**src/sv/markup_tag_keyword_classifier_defines.svh**
```systemverilog
// Assertion macros for the markup tag keyword classifier.
`ifndef MARKUP_TAG_KEYWORD_CLASSIFIER_DEFINES_SVH
`define MARKUP_TAG_KEYWORD_CLASSIFIER_DEFINES_SVH

`ifndef SYNTHESIS
`define MTKC_ASSERT(lbl, prop, msg) \
  lbl: assert property (@(posedge clk_i) disable iff (!rst_ni) (prop)) else $error(msg);
`define MTKC_ASSERT_IMPL(lbl, ante, cons, msg) \
  lbl: assert property (@(posedge clk_i) disable iff (!rst_ni) (ante) |-> (cons)) \
    else $error(msg);
`define MTKC_ASSERT_NEXT(lbl, ante, cons, msg) \
  lbl: assert property (@(posedge clk_i) disable iff (!rst_ni) (ante) |=> (cons)) \
    else $error(msg);
`else
`define MTKC_ASSERT(lbl, prop, msg)
`define MTKC_ASSERT_IMPL(lbl, ante, cons, msg)
`define MTKC_ASSERT_NEXT(lbl, ante, cons, msg)
`endif

`endif

```
**src/sv/mtkc_pkg.sv**
```systemverilog
// Types, character codes and keyword table for the markup tag classifier.
package mtkc_pkg;

  localparam int unsigned KwTable    = 25;
  localparam int unsigned KwCodeW    = 5;
  localparam int unsigned NameOffW   = 5;
  localparam logic [NameOffW-1:0] NameOffMax = 5'd31;

  localparam logic [7:0] ChLt     = 8'h3C;  // '<'
  localparam logic [7:0] ChGt     = 8'h3E;  // '>'
  localparam logic [7:0] ChNl     = 8'h0A;  // newline
  localparam logic [7:0] ChSlash  = 8'h2F;  // '/'
  localparam logic [7:0] ChSpace  = 8'h20;
  localparam logic [7:0] ChTab    = 8'h09;
  localparam logic [7:0] ChNul    = 8'h00;
  localparam logic [7:0] CaseFold = 8'd32;

  typedef enum logic [1:0] {
    ChunkText  = 2'd0,
    ChunkUnrec = 2'd1,
    ChunkRec   = 2'd2,
    ChunkEnd   = 2'd3
  } chunk_kind_e;

  typedef struct packed {
    chunk_kind_e         chunk_kind;
    logic [KwCodeW-1:0]  keyword_code;
    logic                closing_tag;
    logic                last_of_run;
  } res_t;

  // Keywords, right justified: the last character sits in the low byte.
  localparam logic [127:0] KwStr [KwTable] = '{
    128'("A"), 128'("B"), 128'("BODY"), 128'("FONT"), 128'("H1"), 128'("H2"),
    128'("H3"), 128'("H4"), 128'("H5"), 128'("H6"), 128'("HEAD"), 128'("HR"),
    128'("HREF"), 128'("HTML"), 128'("IMG"), 128'("META"), 128'("NAME"),
    128'("P"), 128'("SRC"), 128'("!STARTCMT"), 128'("!ENDCMT"), 128'("U"),
    128'("VAR"), 128'("/"), 128'("=")
  };

  localparam logic [3:0] KwLen [KwTable] = '{
    4'd1, 4'd1, 4'd4, 4'd4, 4'd2, 4'd2, 4'd2, 4'd2, 4'd2, 4'd2,
    4'd4, 4'd2, 4'd4, 4'd4, 4'd3, 4'd4, 4'd4, 4'd1, 4'd3,
    4'd9, 4'd7, 4'd1, 4'd3, 4'd1, 4'd1
  };

  // Character at position pos of keyword idx; zero past its end.
  function automatic logic [7:0] kw_char(input int unsigned idx,
                                         input logic [NameOffW-1:0] pos);
    logic [3:0] sh;
    logic [7:0] ch;
    sh = '0;
    ch = ChNul;
    if (pos < {1'b0, KwLen[idx]}) begin
      sh = KwLen[idx] - 4'd1 - pos[3:0];
      ch = KwStr[idx][{sh, 3'b000} +: 8];
    end
    return ch;
  endfunction

  function automatic logic is_blank(input logic [7:0] c);
    return (c == ChSpace) || (c == ChTab);
  endfunction

  function automatic logic is_anum(input logic [7:0] c);
    return (c >= 8'h30 && c <= 8'h39) || (c >= 8'h41 && c <= 8'h5A) ||
           (c >= 8'h61 && c <= 8'h7A);
  endfunction

endpackage

```
**src/sv/mtkc_if.sv**
```systemverilog
// Valid/ready channel interfaces for stream bytes and classified chunks.
interface mtkc_in_if;
  logic       valid;
  logic       ready;
  logic [7:0] data_byte;
  logic       end_of_input;

  modport source (output valid, output data_byte, output end_of_input, input ready);
  modport sink   (input valid, input data_byte, input end_of_input, output ready);
endinterface

interface mtkc_out_if;
  logic       valid;
  logic       ready;
  logic [1:0] chunk_kind;
  logic [4:0] keyword_code;
  logic       closing_tag;
  logic       last_of_run;

  modport source (output valid, output chunk_kind, output keyword_code,
                  output closing_tag, output last_of_run, input ready);
  modport sink   (input valid, input chunk_kind, input keyword_code,
                  input closing_tag, input last_of_run, output ready);
endinterface

```
**src/sv/markup_tag_keyword_classifier.sv**
```systemverilog
// Markup tag keyword classifier: byte stream in, classified chunks out.
//
// Takes one markup byte per request and cuts the stream into text runs
// (ending before '<' or after a newline) and tags ('<' through '>'). Tag
// names are folded to upper case and matched against all keywords at once,
// within the first TAG_WINDOW bytes after '<'; the lowest table position
// that matches gives keyword_code. A byte request with end_of_input set
// flushes the open chunk and adds an end marker. Throughput is one byte
// request per cycle: each byte updates the chunk and name-matching state,
// and its results are registered in a four-entry output queue that drives
// the output channel. Input is taken while the queue has two free entries;
// an end-of-input request that flushes a chunk yields two results and so
// takes two queue entries. The output sink may stall freely; no result is
// lost or repeated.
`include "markup_tag_keyword_classifier_defines.svh"

module markup_tag_keyword_classifier
  import mtkc_pkg::*;
#(
  parameter int unsigned TAG_WINDOW    = 28,
  parameter int unsigned KEYWORD_COUNT = 25
) (
  input  logic              clk_i,
  input  logic              rst_ni,
  mtkc_in_if.sink           in_i,
  mtkc_out_if.source        out_o
);

  localparam int unsigned KwUsed = (KEYWORD_COUNT < KwTable) ? KEYWORD_COUNT : KwTable;
  localparam int unsigned UsedW  = $clog2(TAG_WINDOW + 1);
  localparam logic [UsedW-1:0] Win = UsedW'(TAG_WINDOW);
  localparam int unsigned Depth  = 4;
  localparam int unsigned PtrW   = 2;
  localparam int unsigned CntW   = 3;

  typedef enum logic [1:0] {ModeIdle, ModeText, ModeTag} mode_e;
  typedef enum logic [1:0] {PhLead, PhAfterSlash, PhName, PhClosed} phase_e;

  // Chunk and name-matching state
  mode_e               mode_q, mode_d;
  phase_e              ph_q, ph_d;
  logic [NameOffW-1:0] off_q, off_d;
  logic [UsedW-1:0]    used_q, used_d;
  logic [KwUsed-1:0]   alive_q, alive_d;
  logic [KwCodeW-1:0]  code_q, code_d;
  logic                found_q, found_d;
  logic                slash_q, slash_d;

  // Result queue
  res_t            mem_q [Depth];
  logic [PtrW-1:0] wr_q, wr_d, rd_q, rd_d;
  logic [CntW-1:0] cnt_q, cnt_d;

  logic        acc, pop, eoi;
  logic [7:0]  b, c_up;

  // Window step
  phase_e              w_ph;
  logic [NameOffW-1:0] w_off;
  logic [UsedW-1:0]    w_used;
  logic [KwUsed-1:0]   w_alive, rec_a;
  logic                w_slash, fin_w, name_go;

  // Tag finish
  logic                step;
  phase_e              t_ph;
  logic [NameOffW-1:0] t_off;
  logic [UsedW-1:0]    t_used;
  logic [KwUsed-1:0]   t_alive, rec_all;
  logic                t_slash, fin, emit_tag;
  logic [KwCodeW-1:0]  m_code, f_code;
  logic                f_found;

  res_t        res0, res1, tag_res;
  logic [1:0]  push_n;

  assign eoi = in_i.end_of_input;
  assign b   = in_i.data_byte;
  assign in_i.ready = (cnt_q <= CntW'(Depth - 2));
  assign acc = in_i.valid && in_i.ready;

  assign out_o.valid        = (cnt_q != '0);
  assign out_o.chunk_kind   = mem_q[rd_q].chunk_kind;
  assign out_o.keyword_code = mem_q[rd_q].keyword_code;
  assign out_o.closing_tag  = mem_q[rd_q].closing_tag;
  assign out_o.last_of_run  = mem_q[rd_q].last_of_run;
  assign pop = out_o.valid && out_o.ready;

  // One byte through the name window
  always_comb begin
    c_up    = (b >= 8'h61 && b <= 8'h7A) ? (b - CaseFold) : b;
    w_ph    = ph_q;
    w_off   = off_q;
    w_used  = used_q;
    w_alive = alive_q;
    w_slash = slash_q;
    rec_a   = '0;
    fin_w   = 1'b0;
    name_go = 1'b0;
    if (ph_q != PhClosed) begin
      if (b == ChNul || used_q >= Win) begin
        fin_w = 1'b1;
      end else begin
        w_used = used_q + 1'b1;
        case (ph_q)
          PhLead: begin
            if (is_blank(b)) begin
              w_ph = PhLead;
            end else if (b == ChSlash) begin
              w_slash = 1'b1;
              w_ph    = PhAfterSlash;
            end else begin
              w_ph    = PhName;
              name_go = 1'b1;
            end
          end
          PhAfterSlash: begin
            if (!is_blank(b)) begin
              w_ph    = PhName;
              name_go = 1'b1;
            end
          end
          default: name_go = 1'b1;
        endcase
        if (w_used >= Win) fin_w = 1'b1;
      end
    end
    if (name_go) begin
      for (int unsigned i = 0; i < KwUsed; i++) begin
        rec_a[i]   = alive_q[i] && ({1'b0, KwLen[i]} == off_q) && !is_anum(c_up);
        w_alive[i] = alive_q[i] && (off_q < {1'b0, KwLen[i]}) && (kw_char(i, off_q) == c_up);
      end
      w_off = (off_q == NameOffMax) ? off_q : off_q + 1'b1;
    end
  end

  // Close the name window where needed and pick the lowest match
  always_comb begin
    step     = (mode_q == ModeTag) && !eoi;
    emit_tag = (mode_q == ModeTag) && (eoi || b == ChGt);
    t_ph     = step ? w_ph : ph_q;
    t_off    = step ? w_off : off_q;
    t_used   = step ? w_used : used_q;
    t_alive  = step ? w_alive : alive_q;
    t_slash  = step ? w_slash : slash_q;
    fin      = (step && fin_w) || emit_tag;
    rec_all  = step ? rec_a : '0;
    if (fin && t_ph == PhName) begin
      for (int unsigned i = 0; i < KwUsed; i++) begin
        if (t_alive[i] && ({1'b0, KwLen[i]} == t_off)) rec_all[i] = 1'b1;
      end
    end
    m_code = '0;
    for (int i = int'(KwUsed) - 1; i >= 0; i--) begin
      if (rec_all[i]) m_code = KwCodeW'(i);
    end
    f_code  = code_q;
    f_found = found_q;
    if (rec_all != '0 && (!found_q || m_code < code_q)) begin
      f_code  = m_code;
      f_found = 1'b1;
    end
    tag_res.chunk_kind   = f_found ? ChunkRec : ChunkUnrec;
    tag_res.keyword_code = f_found ? f_code : '0;
    tag_res.closing_tag  = t_slash;
    tag_res.last_of_run  = 1'b1;
  end

  // Chunk control and result selection
  always_comb begin
    mode_d  = mode_q;
    ph_d    = ph_q;
    off_d   = off_q;
    used_d  = used_q;
    alive_d = alive_q;
    code_d  = code_q;
    found_d = found_q;
    slash_d = slash_q;
    res0    = '{chunk_kind: ChunkText, keyword_code: '0, closing_tag: 1'b0,
                last_of_run: 1'b1};
    res1    = '{chunk_kind: ChunkEnd, keyword_code: '0, closing_tag: 1'b0,
                last_of_run: 1'b1};
    push_n  = 2'd0;
    if (acc) begin
      if (eoi) begin
        case (mode_q)
          ModeText: begin
            res0.last_of_run = 1'b0;
            push_n = 2'd2;
          end
          ModeTag: begin
            res0 = tag_res;
            res0.last_of_run = 1'b0;
            push_n = 2'd2;
          end
          default: begin
            res0   = res1;
            push_n = 2'd1;
          end
        endcase
        mode_d = ModeIdle;
      end else begin
        case (mode_q)
          ModeIdle: mode_d = (b == ChLt) ? ModeTag : ModeText;
          ModeText: begin
            if (b == ChLt) begin
              push_n = 2'd1;
              mode_d = ModeTag;
            end else if (b == ChNl) begin
              push_n = 2'd1;
              mode_d = ModeIdle;
            end
          end
          ModeTag: begin
            ph_d    = fin ? PhClosed : t_ph;
            off_d   = t_off;
            used_d  = t_used;
            alive_d = t_alive;
            code_d  = f_code;
            found_d = f_found;
            slash_d = t_slash;
            if (b == ChGt) begin
              res0   = tag_res;
              push_n = 2'd1;
              mode_d = ModeIdle;
            end
          end
          default: mode_d = ModeIdle;
        endcase
      end
      // new tag or new stream: fresh name state
      if (eoi || (b == ChLt && mode_q != ModeTag)) begin
        ph_d    = PhLead;
        off_d   = '0;
        used_d  = '0;
        alive_d = '1;
        code_d  = '0;
        found_d = 1'b0;
        slash_d = 1'b0;
      end
    end
    wr_d  = wr_q + PtrW'(push_n);
    rd_d  = pop ? rd_q + 1'b1 : rd_q;
    cnt_d = cnt_q + CntW'(push_n) - CntW'(pop);
  end

  always_ff @(posedge clk_i or negedge rst_ni) begin
    if (!rst_ni) begin
      mode_q  <= ModeIdle;
      ph_q    <= PhLead;
      off_q   <= '0;
      used_q  <= '0;
      alive_q <= '1;
      code_q  <= '0;
      found_q <= 1'b0;
      slash_q <= 1'b0;
      wr_q    <= '0;
      rd_q    <= '0;
      cnt_q   <= '0;
    end else begin
      mode_q  <= mode_d;
      ph_q    <= ph_d;
      off_q   <= off_d;
      used_q  <= used_d;
      alive_q <= alive_d;
      code_q  <= code_d;
      found_q <= found_d;
      slash_q <= slash_d;
      wr_q    <= wr_d;
      rd_q    <= rd_d;
      cnt_q   <= cnt_d;
    end
  end

  // Result queue storage
  always_ff @(posedge clk_i) begin
    if (push_n != 2'd0) mem_q[wr_q] <= res0;
    if (push_n == 2'd2) mem_q[wr_q + 1'b1] <= res1;
  end

  `MTKC_ASSERT(a_cnt_bound, cnt_q <= CntW'(Depth), "result queue overflow")
  `MTKC_ASSERT(a_window_bound, used_q <= Win, "name window count past its end")
  `MTKC_ASSERT_NEXT(a_eoi_idle, acc && eoi, mode_q == ModeIdle && used_q == '0,
                    "end of input did not return to idle")
  `MTKC_ASSERT_IMPL(a_found_code, found_q, code_q < KwCodeW'(KwUsed),
                    "found keyword code outside the table")
  `MTKC_ASSERT_IMPL(a_code_zero, out_o.valid && out_o.chunk_kind != ChunkRec,
                    out_o.keyword_code == '0, "keyword code set on a non-keyword result")

endmodule

```
**src/flat_wrapper.sv**
```systemverilog
// flat-port wrapper written by rule: the top's interface ports become plain ports
module markup_tag_keyword_classifier_flat import mtkc_pkg::*;
#(
  parameter int unsigned TAG_WINDOW    = 28,
  parameter int unsigned KEYWORD_COUNT = 25
)
  (clk_i, rst_ni, in_i_valid, in_i_data_byte, in_i_end_of_input, in_i_ready, out_o_valid, out_o_chunk_kind, out_o_keyword_code, out_o_closing_tag, out_o_last_of_run, out_o_ready);
  mtkc_in_if in_i_i ();
  mtkc_out_if out_o_i ();
  input  logic clk_i;
  input  logic rst_ni;
  input wire logic [$bits(in_i_i.valid)-1:0] in_i_valid;
  input wire logic [$bits(in_i_i.data_byte)-1:0] in_i_data_byte;
  input wire logic [$bits(in_i_i.end_of_input)-1:0] in_i_end_of_input;
  output wire logic [$bits(in_i_i.ready)-1:0] in_i_ready;
  output wire logic [$bits(out_o_i.valid)-1:0] out_o_valid;
  output wire logic [$bits(out_o_i.chunk_kind)-1:0] out_o_chunk_kind;
  output wire logic [$bits(out_o_i.keyword_code)-1:0] out_o_keyword_code;
  output wire logic [$bits(out_o_i.closing_tag)-1:0] out_o_closing_tag;
  output wire logic [$bits(out_o_i.last_of_run)-1:0] out_o_last_of_run;
  input wire logic [$bits(out_o_i.ready)-1:0] out_o_ready;
  assign in_i_i.valid = in_i_valid;
  assign in_i_i.data_byte = in_i_data_byte;
  assign in_i_i.end_of_input = in_i_end_of_input;
  assign in_i_ready = in_i_i.ready;
  assign out_o_valid = out_o_i.valid;
  assign out_o_chunk_kind = out_o_i.chunk_kind;
  assign out_o_keyword_code = out_o_i.keyword_code;
  assign out_o_closing_tag = out_o_i.closing_tag;
  assign out_o_last_of_run = out_o_i.last_of_run;
  assign out_o_i.ready = out_o_ready;
  markup_tag_keyword_classifier #(.TAG_WINDOW(TAG_WINDOW), .KEYWORD_COUNT(KEYWORD_COUNT)) u_core (.clk_i(clk_i), .rst_ni(rst_ni), .in_i(in_i_i), .out_o(out_o_i));
endmodule
```
**config.mk**
```make
export PLATFORM = sky130hd
export DESIGN_NAME = markup_tag_keyword_classifier_flat
export DESIGN_NICKNAME = d
export VERILOG_FILES = /design/src/sv/mtkc_pkg.sv /design/src/sv/mtkc_if.sv /design/src/sv/markup_tag_keyword_classifier.sv /design/src/flat_wrapper.sv
export VERILOG_INCLUDE_DIRS = /design/src /design/src/sv
export SDC_FILE = /design/constraint.sdc
export NUM_CORES = 1
export LEC_CHECK = 0
export BUFFER_PORTS_ARGS = -buffer_cell sky130_fd_sc_hd__buf_2
export CAP_MARGIN = 10
export CORE_MARGIN = 2
export CORE_UTILIZATION = 50
export CTS_BUF_LIST = sky130_fd_sc_hd__clkbuf_4 sky130_fd_sc_hd__clkbuf_8 sky130_fd_sc_hd__clkbuf_16
export DETAILED_ROUTE_END_ITERATION = 16
export GPL_TIMING_DRIVEN = 0
export PLACE_DENSITY = 0.69
export SLEW_MARGIN = 5
export SYNTH_ARGS = -nofsm -noshare
export SYNTH_HDL_FRONTEND = slang
export SYNTH_SLANG_ARGS = --single-unit
export TNS_END_PERCENT = 100
```
**constraint.sdc**
```tcl
create_clock -name clk_i -period 9.95 [get_ports clk_i]
set_input_delay 2.985 -clock clk_i [delete_from_list [all_inputs] [get_ports clk_i]]
set_output_delay 2.985 -clock clk_i [all_outputs]
set_load 0.01 [all_outputs]
```
==> results.yml <==
hold_path:
  holdCritPathClass: "reg -> reg"
  hold_path.startpoint: "u_core.mem_q[3][6]"
floorplanning:
  floorplan.initialDensity_pct: 50.9
  die-area_mm2: 0.0179
  die_height_um: 134
  die_width_um: 134
  rows: 47
  io_pins: 24
  design.core.area_mm2: 0.0165
routing:
  final_antenna_net_count: 0
  num_vias: 8607
  wire_length_per_cell_after_detailed_routing_um: 20.4
  vias_per_cell: 6.52
  detailedRoute.firstIterationViolations: 821
  drt_first_pass_iters: 5
  drt_drc_violations_left: 0
  finalWirelength_mm: 26.9
placed_design:
  dp.final_hpwl_mm: 20.3
  post-place-cells: 1303
  placed_cell_area_mm2: 0.00879
  gpl.final_weighted_congestion: 1.07
  port_buffers: 21
timing:
  slew_headroom_pct: 17.9
  slew_viol_final: 0
  clock_skew_ps: 6.93
  final_period_minus_worst_setup_slack_ps: 8500
  layout_worst_path_cycle_share_pct: 85.4
  final-hold-violation-count: 0
  final.setup.tns_ps: 0
  timing.fmax_mhz: 118
  rsz0062_at_grt: "false"
  setup_viol: 0
  worst_slew_pin_slew_ps: 1220
clock_network:
  max-clock-path-buffers: 2
  clk_pin_slew_ps: 70
  insertion_delay_ps: 360
  postCtsSetupBuffers: 0
  ctsHtreeMaxLevel: 3
  tritoncts_clock_tree: "built"
  cts.sinks: 89
  tritoncts.num_buffers: 9
  clock_tree.root_cell: "sky130_fd_sc_hd__clkbuf_16"
  ctsHoldBuffers: 0
  postCtsResizedCells: 0
finish:
  most-common-layout-cells: "sky130_fd_sc_hd__nand2_1, sky130_fd_sc_hd__o21ai_0, sky130_fd_sc_hd__nor2_1, sky130_fd_sc_hd__a21oi_1, sky130_fd_sc_hd__nand3_1"
  layout_commonest_cell: "sky130_fd_sc_hd__nand2_1"
  layout.cell_area.non_filler_mm2: 0.00908
  final_cells: 1320
  final_layout_size_suffix_gt1_share_pct: 12.6
  final_core_utilization_pct: 54.9
  nets: 1146
  area_delta_synth_final_pct: 7.98
job:
  cap_violations: 0
critical_path:
  crit_path_start: "in_i_data_byte[6]"
  critPathLaunchType: "input port"
  worst_path_largest_cell_delay_ps: 720
  worst_setup_path_end_kind: "flop"
  cp_max_stage_cell: "sky130_fd_sc_hd__o41ai_1"
  timing.critical_path.fanout_max: 10
  critical_path.cell_chain: "buf_2, clkbuf_1, inv_1, ha_1, nor2_1, o41ai_1, nor2_1, a211oi_4, and3_4, a31o_2, nand3_1, a21bo_1, a311oi_1, nor3_1, o31a_1, inv_1, ha_1, and4_1, o21a_1, and2_1, o311ai_1, o22ai_1"
  rr_startpoint: "u_core.off_q[2]"
  critical_path_required_ps: 10140
  cp.arrival_ps: 8690
  critPathKind: "in -> reg"
logic_synthesis:
  yosysUniqueCellTypes: 108
  syn-instance-count: 1062
  synth_largest_type_area_fraction_pct: 8.57
  async_flop_share_pct: 59.6
  synth.largest_area_cell: "sky130_fd_sc_hd__dfxtp_1"
  synth-edff-count: 0
  synth.cell_area_mm2: 0.00841
  synthesis.area_per_instance_um2: 7.92
  yosys_register_bits: 89
  synth_fp_nets: 1114
  synth_top_flop_cell: "sky130_fd_sc_hd__dfxtp_1"
  synthTopCellsByArea: "sky130_fd_sc_hd__dfxtp_1, sky130_fd_sc_hd__dfrtp_1, sky130_fd_sc_hd__dfstp_2"
  synth_seq_area_share_pct: 24.7
  synth-warning-count: 0
global_route:
  grt_pass1_vias: 8070
  global_route.overflow_total: 0
  grt_start_max_net_pins: 54
  gr-usage-all-layers_pct: 30.4
  antenna_found_initial: 1
  grt_first_pass_wirelength_mm: 43.1
power_and_ir_drop:
  p_total_uw: 1170
  power_density_mw_per_mm2: 129
  ir_worst_vdd_v: 0.000123
  p_leak_uw: 0.00346
status:
  run_status: "completed"
[cell type report]
class / count / area (µm²)
diodes: 1 / 2.50
plain buffers: 66 / 305
clock buffers: 10 / 233
clock inverters: 6 / 47.5
fillers: 1562 / 7440
inverters: 44 / 165
multi-input cells: 863 / 5870
flip-flops and latches: 89 / 2080
well taps: 220 / 275
repair buffers: 21 / 108
[through the flow]
step / worst slack [ps] / hold WS (ps)
6_report: 1450 / 451
5_1_grt: 1140 / 472
4_1_cts: 1650 / 453
3_5_place_dp: 1310 / 437
3_3_place_gp: 1290 / 431
2_1_floorplan: 2260 / 420
[cells in the mapped netlist, drive strengths merged (14+ instances only)]
library cell / instances
nor4: 16
nand2b: 15
nor3: 35
nand2: 108
xnor2: 27
clkbuf: 36
buf: 30
o21ai: 101
a31oi: 19
nor2b: 26
inv: 43
dfrtp: 28
a21oi: 52
o2111ai: 18
nand3: 46
xor2: 14
ha: 38
nor2: 86
dfxtp: 36
dfstp: 25
[logic make-up (layout without fill, tap and decap cells)]
logic type,Yosys count,in the layout,synth area share (%)
AO/OA/AOI/OAI,344,344,29.9
other,0,1,0
multiplexers,16,16,3.27
buffers and inverters,110,147,5.59
adder cells (fa/ha/maj),39,39,5.89
AND/OR/NAND/NOR,423,423,26.4
flip-flops,89,89,24.7
XOR/XNOR,41,41,4.27
[layer usage]
| metal | track usage, % | share of wire (%) | vias to the layer above |
|---|---|---|---|
| met2 | 49.2 | 45 | 382 |
| met1 | 39.5 | 42 | 4085 |
| li1 | - | - | 4060 |
| met5 | 0 | 0 | - |
| met4 | 15.0 | 4.7 | 0 |
| met3 | 5.18 | 7.8 | 80 |
[state kept, by name, indices dropped and copies added (netlist names)]
name,flops
u_core.used_q,5
u_core.mode_q,2
u_core.found_q,1
u_core.slash_q,1
u_core.mem_q,36
u_core.cnt_q,3
u_core.rd_q,2
u_core.alive_q,25
u_core.off_q,5
u_core.ph_q,2
u_core.code_q,5
u_core.wr_q,2
[power by group]
part / internal (µW) / switching [µW]
Clock: 176 / 161
Combinational: 147 / 220
Sequential: 421 / 44.1
[worst max-delay path, delay by kind of cell]
kind	cells	cell delay [ps]
simple gates	7	1190
fa+ha+maj	2	600
compound gates	9	3170
buf+inv	4	720
[worst paths after layout]
| kind | to | depth (start not counted) | slack [ps] |
|---|---|---|---|
| worst max-delay path | u_core.code_q[4] | 22 | 1450 |
| min in group asynchronous | u_core.cnt_q[1] | 1 | 2670 |
| max in group asynchronous | u_core.off_q[0] | 1 | 6790 |
| worst max register to register | u_core.code_q[3] | 24 | 3310 |
| worst min-delay path | u_core.mem_q[3][6] | 2 | 450 |
| worst min register to register | u_core.mem_q[3][6] | 2 | 450 |
Power figures use the tool's default switching activity.
